===== config.mk =====
export PLATFORM = sky130hd
export DESIGN_NAME = least_loaded_port_binder_core
export DESIGN_NICKNAME = d
export VERILOG_FILES = /design/src/design/llpb_pkg.sv /design/src/design/llpb_ctrl.sv /design/src/design/llpb_dp.sv /design/src/design/least_loaded_port_binder_core.sv
export SDC_FILE = /design/constraint.sdc
export NUM_CORES = 1
export LEC_CHECK = 0
export BUFFER_PORTS_ARGS = -buffer_cell sky130_fd_sc_hd__clkbuf_2
export CORE_ASPECT_RATIO = 1.75
export CORE_UTILIZATION = 50
export CTS_BUF_LIST = sky130_fd_sc_hd__clkbuf_4 sky130_fd_sc_hd__clkbuf_8 sky130_fd_sc_hd__clkbuf_16
export DETAILED_ROUTE_END_ITERATION = 7
export PLACE_DENSITY_LB_ADDON = 0.3
export SYNTH_ARGS = -nofsm -noshare
export SYNTH_HDL_FRONTEND = slang
export SYNTH_SLANG_ARGS = --single-unit

===== constraint.sdc =====
create_clock -name clk -period 22.2 [get_ports clk]
set_input_delay 4.44 -clock clk [delete_from_list [all_inputs] [get_ports clk]]
set_output_delay 4.44 -clock clk [all_outputs]
set_load 0.01 [all_outputs]

===== src/design/llpb_pkg.sv =====
package llpb_pkg;

    localparam int MASK_W  = 64;
    localparam int BYTE_W  = 8;
    localparam int CLASS_W = 3;
    localparam int PORT_W  = 3;
    localparam int LOAD_W  = 8;

    localparam logic ACT_BIND    = 1'b0;
    localparam logic ACT_RELEASE = 1'b1;

    typedef struct packed {
        logic capture;
        logic execute;
    } llpb_cmd_t;

endpackage


===== src/design/llpb_ctrl.sv =====
module llpb_ctrl
    import llpb_pkg::*;
(
    input  logic      clk,
    input  logic      rst_n,
    input  logic      in_valid,
    output logic      in_stall,
    output logic      out_valid,
    input  logic      out_stall,
    output llpb_cmd_t cmd
);

    typedef enum logic [1:0] {
        S_IDLE = 2'b01,
        S_EXEC = 2'b10
    } state_t;

    state_t state_reg;
    state_t state_next;
    logic   out_valid_reg;
    logic   out_valid_next;
    logic   out_free;

    assign out_free  = !out_valid_reg || !out_stall;
    assign out_valid = out_valid_reg;

    always_comb
    begin
        state_next     = state_reg;
        out_valid_next = out_valid_reg && out_stall;
        in_stall       = 1'b1;
        cmd            = '0;
        case (state_reg)
            S_IDLE:
            begin
                in_stall = 1'b0;
                if (in_valid)
                begin
                    cmd.capture = 1'b1;
                    state_next  = S_EXEC;
                end
            end
            S_EXEC:
            begin
                if (out_free)
                begin
                    cmd.execute    = 1'b1;
                    out_valid_next = 1'b1;
                    state_next     = S_IDLE;
                end
            end
            default:
            begin
                state_next = S_IDLE;
            end
        endcase
    end

    always_ff @(posedge clk or negedge rst_n)
    begin
        if (!rst_n)
        begin
            state_reg     <= S_IDLE;
            out_valid_reg <= 1'b0;
        end
        else
        begin
            state_reg     <= state_next;
            out_valid_reg <= out_valid_next;
        end
    end

endmodule


===== src/design/llpb_dp.sv =====
module llpb_dp
    import llpb_pkg::*;
#(
    parameter int NUM_PORTS   = 8,
    parameter int NUM_CLASSES = 8,
    parameter int COUNT_WIDTH = 8
)
(
    input  logic               clk,
    input  logic               rst_n,
    input  llpb_cmd_t          cmd,
    input  logic               cfg_wr_en,
    input  logic [MASK_W-1:0]  cfg_wr_data,
    input  logic               action,
    input  logic [CLASS_W-1:0] unit_class,
    input  logic               skip_binding,
    input  logic [PORT_W-1:0]  release_port,
    output logic [PORT_W-1:0]  chosen_port,
    output logic               bound,
    output logic               fault,
    output logic [LOAD_W-1:0]  load_after
);

    localparam logic [COUNT_WIDTH-1:0] CNT_MAX = '1;

    logic [MASK_W-1:0]      mask_reg;
    logic [COUNT_WIDTH-1:0] load_reg  [NUM_PORTS];
    logic [COUNT_WIDTH-1:0] load_next [NUM_PORTS];

    logic                   action_reg;
    logic [CLASS_W-1:0]     class_reg;
    logic                   skip_reg;
    logic [PORT_W-1:0]      rport_reg;

    logic [PORT_W-1:0]      chosen_reg, chosen_next;
    logic                   bound_reg, bound_next;
    logic                   fault_reg, fault_next;
    logic [LOAD_W-1:0]      load_after_reg, load_after_next;

    logic [BYTE_W-1:0]      class_mask;
    logic                   found;
    logic [COUNT_WIDTH-1:0] best_cnt;
    logic [PORT_W-1:0]      best_idx;
    logic                   rel_hit;
    logic [COUNT_WIDTH-1:0] rel_cnt;
    logic                   do_inc;
    logic                   do_dec;

    always_comb
    begin
        if (int'(class_reg) < NUM_CLASSES)
        begin
            class_mask = mask_reg[{class_reg, 3'b000} +: BYTE_W];
        end
        else
        begin
            class_mask = '0;
        end
        found    = 1'b0;
        best_cnt = '0;
        best_idx = '0;
        rel_hit  = 1'b0;
        rel_cnt  = '0;
        for (int p = 0; p < NUM_PORTS; p++)
        begin
            if (class_mask[p] && (!found || load_reg[p] < best_cnt))
            begin
                found    = 1'b1;
                best_cnt = load_reg[p];
                best_idx = PORT_W'(p);
            end
            if (rport_reg == PORT_W'(p))
            begin
                rel_hit = 1'b1;
                rel_cnt = load_reg[p];
            end
        end
    end

    always_comb
    begin
        chosen_next     = '0;
        bound_next      = 1'b0;
        fault_next      = 1'b0;
        load_after_next = '0;
        do_inc          = 1'b0;
        do_dec          = 1'b0;
        if (action_reg == ACT_RELEASE)
        begin
            if (!rel_hit || rel_cnt == '0)
            begin
                fault_next = 1'b1;
            end
            else
            begin
                do_dec          = 1'b1;
                load_after_next = LOAD_W'(rel_cnt - 1'b1);
            end
        end
        else if (!skip_reg)
        begin
            if (!found)
            begin
                fault_next = 1'b1;
            end
            else if (best_cnt == CNT_MAX)
            begin
                fault_next      = 1'b1;
                load_after_next = LOAD_W'(best_cnt);
            end
            else
            begin
                do_inc          = 1'b1;
                chosen_next     = best_idx;
                bound_next      = 1'b1;
                load_after_next = LOAD_W'(best_cnt + 1'b1);
            end
        end
    end

    always_comb
    begin
        for (int p = 0; p < NUM_PORTS; p++)
        begin
            load_next[p] = load_reg[p];
            if (cmd.execute && do_inc && best_idx == PORT_W'(p))
            begin
                load_next[p] = load_reg[p] + 1'b1;
            end
            else if (cmd.execute && do_dec && rport_reg == PORT_W'(p))
            begin
                load_next[p] = load_reg[p] - 1'b1;
            end
        end
    end

    always_ff @(posedge clk or negedge rst_n)
    begin
        if (!rst_n)
        begin
            mask_reg <= '0;
            for (int p = 0; p < NUM_PORTS; p++)
            begin
                load_reg[p] <= '0;
            end
        end
        else
        begin
            if (cfg_wr_en)
            begin
                mask_reg <= cfg_wr_data;
            end
            for (int p = 0; p < NUM_PORTS; p++)
            begin
                load_reg[p] <= load_next[p];
            end
        end
    end

    always_ff @(posedge clk)
    begin
        if (cmd.capture)
        begin
            action_reg <= action;
            class_reg  <= unit_class;
            skip_reg   <= skip_binding;
            rport_reg  <= release_port;
        end
        if (cmd.execute)
        begin
            chosen_reg     <= chosen_next;
            bound_reg      <= bound_next;
            fault_reg      <= fault_next;
            load_after_reg <= load_after_next;
        end
    end

    assign chosen_port = chosen_reg;
    assign bound       = bound_reg;
    assign fault       = fault_reg;
    assign load_after  = load_after_reg;

endmodule


===== src/design/least_loaded_port_binder_core.sv =====
// An input transfer is captured into the datapath's request registers and the
// controller moves to its execute step, which registers the result and sets
// out_valid. No new input is taken until the execute step is done; an execute
// step waits while a stalled result still occupies the output register.
// Reset (rst_n low, asynchronous): all load counts and the class masks clear,
// no result is valid and the block is ready for an input transfer.
module least_loaded_port_binder_core
    import llpb_pkg::*;
#(
    parameter int NUM_PORTS   = 8,
    parameter int NUM_CLASSES = 8,
    parameter int COUNT_WIDTH = 8
)
(
    input  logic               clk,
    input  logic               rst_n,
    input  logic               cfg_wr_en,
    input  logic [MASK_W-1:0]  cfg_wr_data,
    input  logic               in_valid,
    output logic               in_stall,
    input  logic               action,
    input  logic [CLASS_W-1:0] unit_class,
    input  logic               skip_binding,
    input  logic [PORT_W-1:0]  release_port,
    output logic               out_valid,
    input  logic               out_stall,
    output logic [PORT_W-1:0]  chosen_port,
    output logic               bound,
    output logic               fault,
    output logic [LOAD_W-1:0]  load_after
);

    llpb_cmd_t cmd;

    llpb_ctrl u_ctrl (
        .clk       (clk),
        .rst_n     (rst_n),
        .in_valid  (in_valid),
        .in_stall  (in_stall),
        .out_valid (out_valid),
        .out_stall (out_stall),
        .cmd       (cmd)
    );

    llpb_dp #(
        .NUM_PORTS   (NUM_PORTS),
        .NUM_CLASSES (NUM_CLASSES),
        .COUNT_WIDTH (COUNT_WIDTH)
    ) u_dp (
        .clk          (clk),
        .rst_n        (rst_n),
        .cmd          (cmd),
        .cfg_wr_en    (cfg_wr_en),
        .cfg_wr_data  (cfg_wr_data),
        .action       (action),
        .unit_class   (unit_class),
        .skip_binding (skip_binding),
        .release_port (release_port),
        .chosen_port  (chosen_port),
        .bound        (bound),
        .fault        (fault),
        .load_after   (load_after)
    );

endmodule


==> results of run 1 <==
[routing by layer]
layer / GRT usage / vias to the layer above / routed length, um
li1: - / 4281 / -
met1: 0.278 / 4485 / 10700
met3: 0.0556 / 140 / 1360
met2: 0.521 / 318 / 17300
met4: 0.249 / 0 / 2890
met5: 0 / - / 0
[worst register-to-register path, delay by kind of cell, from the launching register on]
kind	cells	cell delay [ns]
simple gates	13	3.67
flops	1	0.93
fa+ha+maj	9	2.67
buf+inv	3	0.65
xor+xnor	1	0.15
compound gates	34	9.76
mux	5	1.98
[worst paths after layout]
| path | startpoint | depth (start not counted) | slack [ns] | endpoint |
|---|---|---|---|---|
| max | u_dp.class_reg[1] | 65 | 2.34 | u_dp.load_reg[23] |
| min | u_dp.mask_reg[58] | 1 | 0.51 | u_dp.mask_reg[58] |
| max reg2reg | u_dp.class_reg[1] | 65 | 2.34 | u_dp.load_reg[23] |
| min reg2reg | u_dp.mask_reg[58] | 1 | 0.51 | u_dp.mask_reg[58] |
| min in group asynchronous | rst_n | 1 | 3.92 | u_dp.load_reg[35] |
| max in group asynchronous | rst_n | 2 | 16.84 | u_dp.load_reg[6] |
[kinds of logic after synthesis]
group / count (synthesis) / share of synthesized area
fa+ha+maj: 109 / 0.122
mux: 175 / 0.188
buf+inv: 98 / 0.0358
xor+xnor: 65 / 0.0490
compound gates: 267 / 0.157
simple gates: 251 / 0.111
flops: 152 / 0.336
[layout make-up]
type | count | share of cell area
well taps | 300 | 0.0291
inverters | 62 | 0.0180
repair buffers | 100 | 0.0410
flip-flops and latches | 152 | 0.303
clock inverters | 14 | 0.0103
clock buffers | 18 | 0.0335
multi-input cells | 867 | 0.565
[metrics by stage]
step | utilization | std cells | setup slack, ns
final | 0.568 | 1513 | 2.34
after global routing | 0.568 | 1513 | 0.379
after CTS | 0.568 | 1513 | 2.17
after detailed placement | 0.543 | 1481 | 2.28
after global placement | 0.543 | 1481 | 2.80
after floorplan | - | 1117 | 5.43
[Yosys cell counts, drive strengths merged (15+ instances only)]
cell type / instances / area [um^2]
o21bai: 26 / 195
inv: 62 / 233
ha: 101 / 1260
a21o: 24 / 180
mux2i: 46 / 505
nor2: 73 / 294
buf: 15 / 105
clkbuf: 21 / 78.8
dfrtp: 130 / 3250
edfxtp: 21 / 631
o21ai: 30 / 154
nand2: 63 / 236
xnor2: 56 / 490
nor3: 22 / 120
a21oi: 95 / 505
mux4: 17 / 383
mux2: 112 / 1300
==> out/metrics.yaml, run 1 <==
synth_edf_count: 21
io-pin-count: 92
crit_family: "compound AO/OA/AOI/OAI gates"
htree_num_levels: 4
outcome: "complete, no violations"
synth_seq_cells: 152
postSynth.asyncResetShare: 0.862
drive_gt1_frac: 0.246
post_drt_wl_per_cell_um: 21.3
final_common_cell: "dfrtp_1"
startpoint_type: "flip-flop"
ctsLongestPathBuffers: 2
critPathMaxStageDelay_ns: 0.93
worst_ep_required_time_ns: 22.57
hold_path_class: "reg2reg"
drt-total-wl_um: 32300
fmax_mhz: 50.4
vias: 9224
grt_pass1_vias: 9593
cts-root-buf: "clkbuf_16"
netlist_area_mm2: 0.0116
rsz0062_at_grt: "false"
cts_tree: "yes"
fin_crit_sh: 0.895
end_kind: "flip-flop"
holdWs_ns: 0.506
grt-ovfl-total: 0
syn-num-nets: 1303
initial_utilization: 0.511
cts_made_buffers: 17
nFillCells: 1990
num_rows: 73
dieArea_mm2: 0.0239
worstPathArrival_ns: 20.23
finalSetupViolations: 0
fin_area_mm2: 0.0129
place.gp.congestion: 0.987
fin_setup_tns_ns: 0
synthFlopType: "dfrtp_1"
antennaDiodeCount: 0
ff_latch_area_mm2: 0.00391
slew_headroom: 0.304
dp.final_hpwl_um: 25500
cts_sinks: 152
holdBufCountCts: 0
cts_setup_buffers: 0
drv_slew: 0
nets: 1386
grt_pass1_wl_um: 50900
fin_skew_ns: 0.00965
avgSynthCellArea_um2: 10.4
crit_fanout: 23
clkSlewWorstSetupHoldPaths_ns: 0.07
drtAntennaViolNets: 0
multi_input_area_mm2: 0.00730
grtUsageTotal: 0.292
core_area_mm2: 0.0227
clock_latency_ns: 0.46
postSynthCellCount: 1117
critPathBufInv: 3
die_h_um: 204
ys_seq_area_frac: 0.336
yosys_warnings: 0
hold_violations: 0
maxCapViolCount: 0
antenna_found_initial: 1
via_per_inst: 6.10
drc: 0
grt_max_degree: 82
netlist-cell-type-count: 85
cts-resized-gates: 0
area_growth_syn_to_layout_pct: 11.1
drt_iter0_markers: 433
finalCriticalPeriod_ns: 19.86
placedInstanceArea_mm2: 0.0123
io_buffers: 91
crit_top_cell: "ha_1"
final_cell_mix: "dfrtp_1 (130), ha_1 (101), mux2_2 (100)"
first_pass_iters: 5
worstMarginPinSlew_ns: 1.04
crit_path_top_delay_cell: "edfxtp_1"
critPathKind: "reg2reg"
die_w_um: 117
Power of run 1 is left out: the tool's default activity adds up to more than one toggle a clock period on the data nets, which glitch-free logic cannot reach.
==> run 2: changes to the inputs <==
==> constraint.sdc (replaced) <==
create_clock -name clk -period 17.01 [get_ports clk]
set_input_delay 3.402 -clock clk [delete_from_list [all_inputs] [get_ports clk]]
set_output_delay 3.402 -clock clk [all_outputs]
set_load 0.01 [all_outputs]
==> out/metrics.yaml, run 2 (synthesized netlist as in run 1, its figures left out) <==
worstMarginPinSlew_ns: 1.25
area_growth_syn_to_layout_pct: 16.5
io-pin-count: 92
clock_latency_ns: 0.45
fin_skew_ns: 0.00991
num_rows: 73
holdBufCountCts: 0
cts-root-buf: "clkbuf_16"
core_area_mm2: 0.0227
critPathKind: "reg2reg"
drt-total-wl_um: 32800
nFillCells: 1919
grt_pass1_vias: 10100
place_inst: 1517
cts_tree: "yes"
final_cell_mix: "dfrtp_1 (130), ha_1 (101), mux2_2 (100)"
placedInstanceArea_mm2: 0.0126
hold_path_class: "reg2reg"
finalCriticalPeriod_ns: 16.06
critPathMaxStageDelay_ns: 0.60
setup_slack_ns: 0.952
die_h_um: 204
die_w_um: 117
via_per_inst: 6.08
dp.final_hpwl_um: 25600
grt_max_degree: 71
drive_gt1_frac: 0.297
first_pass_iters: 5
outcome: "complete, no violations"
fin_crit_sh: 0.944
ctsLongestPathBuffers: 2
maxCapViolCount: 0
holdWs_ns: 0.507
grt_pass1_wl_um: 52300
fmax_mhz: 62.3
drt_iter0_markers: 463
critPathBufInv: 12
startpoint_type: "flip-flop"
worstPathArrival_ns: 16.42
dp_worst_setup_slack_ns: -0.142
fin_area_mm2: 0.0135
crit_family: "compound AO/OA/AOI/OAI gates"
htree_num_levels: 4
io_buffers: 91
drc: 0
initial_utilization: 0.511
end_kind: "flip-flop"
post_drt_wl_per_cell_um: 21.0
grt-ovfl-total: 0
cts_sinks: 152
slew_headroom: 0.156
dieArea_mm2: 0.0239
vias: 9469
crit_fanout: 16
hold_violations: 0
nets: 1431
final_common_cell: "dfrtp_1"
antennaDiodeCount: 0
grtUsageTotal: 0.299
drtAntennaViolNets: 0
antenna_found_initial: 0
crit_path_top_delay_cell: "or4_4"
finalSetupViolations: 0
cts_made_buffers: 17
drv_slew: 0
place.gp.congestion: 1.04
clkSlewWorstSetupHoldPaths_ns: 0.06
worst_ep_required_time_ns: 17.38
stdcell_count: 1558
## run 2: cell types whose count changed in the layout (fill, tap and decap cells not counted), moves of 4 or more
| cell | before | now |
|---|---|---|
| o31ai_4 | 1 | 5 |
| nor4_4 | 1 | 5 |
| buf_4 | 9 | 52 |
| a2111oi_0 | 6 | 1 |
| a21oi_1 | 89 | 82 |
| a21oi_2 | 5 | 12 |
## run 2: path summary, 6_finish.rpt
kind / from / to / slack (ns) / cells past startpoint
setup / recovery: u_dp.class_reg[1] / u_dp.load_reg[39] / 0.95 / 72
hold / removal: u_dp.mask_reg[23] / u_dp.mask_reg[23] / 0.51 / 1
setup reg to reg: u_dp.class_reg[1] / u_dp.load_reg[39] / 0.95 / 72
hold reg to reg: u_dp.mask_reg[23] / u_dp.mask_reg[23] / 0.51 / 1
max in group asynchronous: rst_n / u_ctrl.out_valid / 12.76 / 2
min in group asynchronous: rst_n / u_dp.load_reg[35] / 2.93 / 1
## run 2: what timing repair did
item / in CTS / in global routing
setup endpoints to repair: 7 / 75
pin swaps: 0 / 9
resized for setup: 4 / 47
endpoints found under the hold margin: 0 / 0
setup buffers: 0 / 8
gates cloned: 0 / 1
## run 2: per-layer routing
layer	global-route usage	share of wire
met1	0.277	0.33
met4	0.283	0.10
met5	0	0
met2	0.505	0.52
met3	0.0933	0.055
## run 2: layout make-up
class	count	area, um^2	area share
inverter	62	233	0.0172
sequential	152	3910	0.289
tap	300	375	0.0277
multi-input combinational	868	7540	0.557
clock buffer	18	439	0.0324
clock inverter	14	174	0.0128
timing repair buffer	144	872	0.0644
## run 2: per-stage QoR
step | TNS [ns] | util
finish | 0 | 0.595
global route | -0.0205 | 0.595
CTS | 0 | 0.583
detailed placement | -0.433 | 0.555
global placement | 0 | 0.555
floorplan | 0 | -
Power of run 2 is left out for the same reason.
==> run 3: changes to the inputs <==
--- a/config.mk
+++ b/config.mk
@@ -11,6 +11,7 @@
 export CTS_BUF_LIST = sky130_fd_sc_hd__clkbuf_4 sky130_fd_sc_hd__clkbuf_8 sky130_fd_sc_hd__clkbuf_16
 export DETAILED_ROUTE_END_ITERATION = 7
 export PLACE_DENSITY_LB_ADDON = 0.3
+export RECOVER_POWER = 100
 export SYNTH_ARGS = -nofsm -noshare
 export SYNTH_HDL_FRONTEND = slang
 export SYNTH_SLANG_ARGS = --single-unit
==> out/metrics.yaml, run 3 (synthesized netlist as in run 1, its figures left out) <==
antennaDiodeCount: 0
end_kind: "flip-flop"
drt-total-wl_um: 32900
fin_crit_sh: 0.945
area_growth_syn_to_layout_pct: 15.6
final_cell_mix: "dfrtp_1 (130), mux2_2 (101), ha_1 (101)"
r2r_end: "u_dp.load_reg[39]"
crit_fanout: 16
io-pin-count: 92
worstMarginPinSlew_ns: 3.63
grtUsageMet2: 0.505
r2r_cells: 72
maxCapViolCount: 3
ctsLongestPathBuffers: 2
crit_path_top_delay_cell: "or4_4"
crit_end: "u_dp.load_reg[39]"
finalSetupViolations: 0
startpoint: "u_dp.class_reg[1]"
multi_input_area_mm2: 0.00748
via_per_inst: 6.09
grt_max_degree: 71
vias: 9493
first_pass_iters: 5
busiest_layer: "met2"
grt_pass1_wl_um: 52300
io_buffers: 91
ff_latch_area_mm2: 0.00391
worst_ep_required_time_ns: 17.38
fmax_mhz: 62.2
outcome: "finished, violations left"
grtUsageTotal: 0.299
fin_skew_ns: 0.0104
nFillCells: 1949
clock_latency_ns: 0.45
cts_made_buffers: 17
nets: 1431
fin_setup_tns_ns: 0
hold_violations: 0
die_w_um: 117
clkSlewWorstSetupHoldPaths_ns: 0.07
r2r_slack_ns: 0.94
cts_sinks: 152
cts-root-buf: "clkbuf_16"
drt_iter0_markers: 462
drtAntennaViolNets: 0
die_h_um: 204
hold_path_class: "reg2reg"
cts_tree: "yes"
met1_usage: 0.277
grtUsageMet3: 0.0933
drv_slew: 199
crit_top_cell: "ha_1"
worstPathArrival_ns: 16.44
dp.final_hpwl_um: 25600
drc: 0
initial_utilization: 0.511
critPathKind: "reg2reg"
num_rows: 73
critPathMaxStageDelay_ns: 0.60
antenna_found_initial: 0
grt_pass1_vias: 10100
finalCriticalPeriod_ns: 16.07
violations: "max-capacitance violations, max-slew violations"
htree_num_levels: 4
slew_headroom: -1.42
holdWs_ns: 0.505
post_drt_wl_per_cell_um: 21.1
startpoint_type: "flip-flop"
r2r_start: "u_dp.class_reg[1]"
grt-ovfl-total: 0
dieArea_mm2: 0.0239
place.gp.congestion: 1.04
drive_gt1_frac: 0.267
final_common_cell: "dfrtp_1"
core_area_mm2: 0.0227
-- run 3: changes by cell type in the layout (fill, tap and decap cells not counted), moves of 3 or more --
cell      previous run  this run
nor2_2               5         2
nor2_1              66        71
clkbuf_1             0        22
buf_4               52        47
clkbuf_2            90        73
mux2_4              11         5
mux2_1               1         6
-- run 3: how the worst min path moves through the flow --
stage / start / endpoint / slack [ns] / cells past startpoint
finish: u_dp.mask_reg[39] / u_dp.mask_reg[39] / 0.51 / 1
global route: u_dp.mask_reg[52] / u_dp.mask_reg[52] / 0.52 / 1
CTS: u_dp.mask_reg[41] / u_dp.mask_reg[41] / 0.51 / 1
detailed placement: u_dp.mask_reg[41] / u_dp.mask_reg[41] / 0.49 / 1
global placement: u_dp.mask_reg[34] / u_dp.mask_reg[34] / 0.49 / 1
floorplan: u_dp.load_reg[39] / u_dp.load_reg[39] / 0.47 / 1
-- run 3: critical path, delay by kind of cell (launching register included) --
family,cells,cell delay [ns]
AO/OA/AOI/OAI,30,6.38
AND/OR/NAND/NOR,15,2.91
adder cells (fa/ha/maj),9,2.58
buffers and inverters,12,1.88
multiplexers,5,1.59
flip-flops,1,0.43
XOR/XNOR,1,0.16
-- run 3: layer usage --
layer / vias up / share of wire
met5: - / 0
met2: 381 / 0.52
met4: 0 / 0.10
met3: 183 / 0.055
met1: 4562 / 0.33
li1: 4367 / -
-- run 3: final cells by class --
type / count / area share
clock buffers: 18 / 0.0327
well taps: 300 / 0.0279
inverters: 62 / 0.0173
flip-flops and latches: 152 / 0.291
multi-input cells: 868 / 0.556
repair buffers: 144 / 0.0617
clock inverters: 14 / 0.0129
-- run 3: through the flow --
stage,instance area (um^2),utilization,cells,worst slack [ns]
2_1_floorplan,11600,-,1117,0.244
6_report,13400,0.591,1558,0.936
3_3_place_gp,12600,0.555,1517,0.171
5_1_grt,13400,0.591,1558,-0.0506
3_5_place_dp,12600,0.555,1517,-0.142
4_1_cts,13300,0.583,1549,0.0125
-- run 3: timing repair --
item / CTS / global route
endpoints found under the setup margin: 7 / 75
gates resized for setup: 4 / 47
pin swaps: 0 / 9
hold buffers: 0 / 0
buffers inserted: 0 / 8
cloned: 0 / 1
Power of run 3 is left out for the same reason.
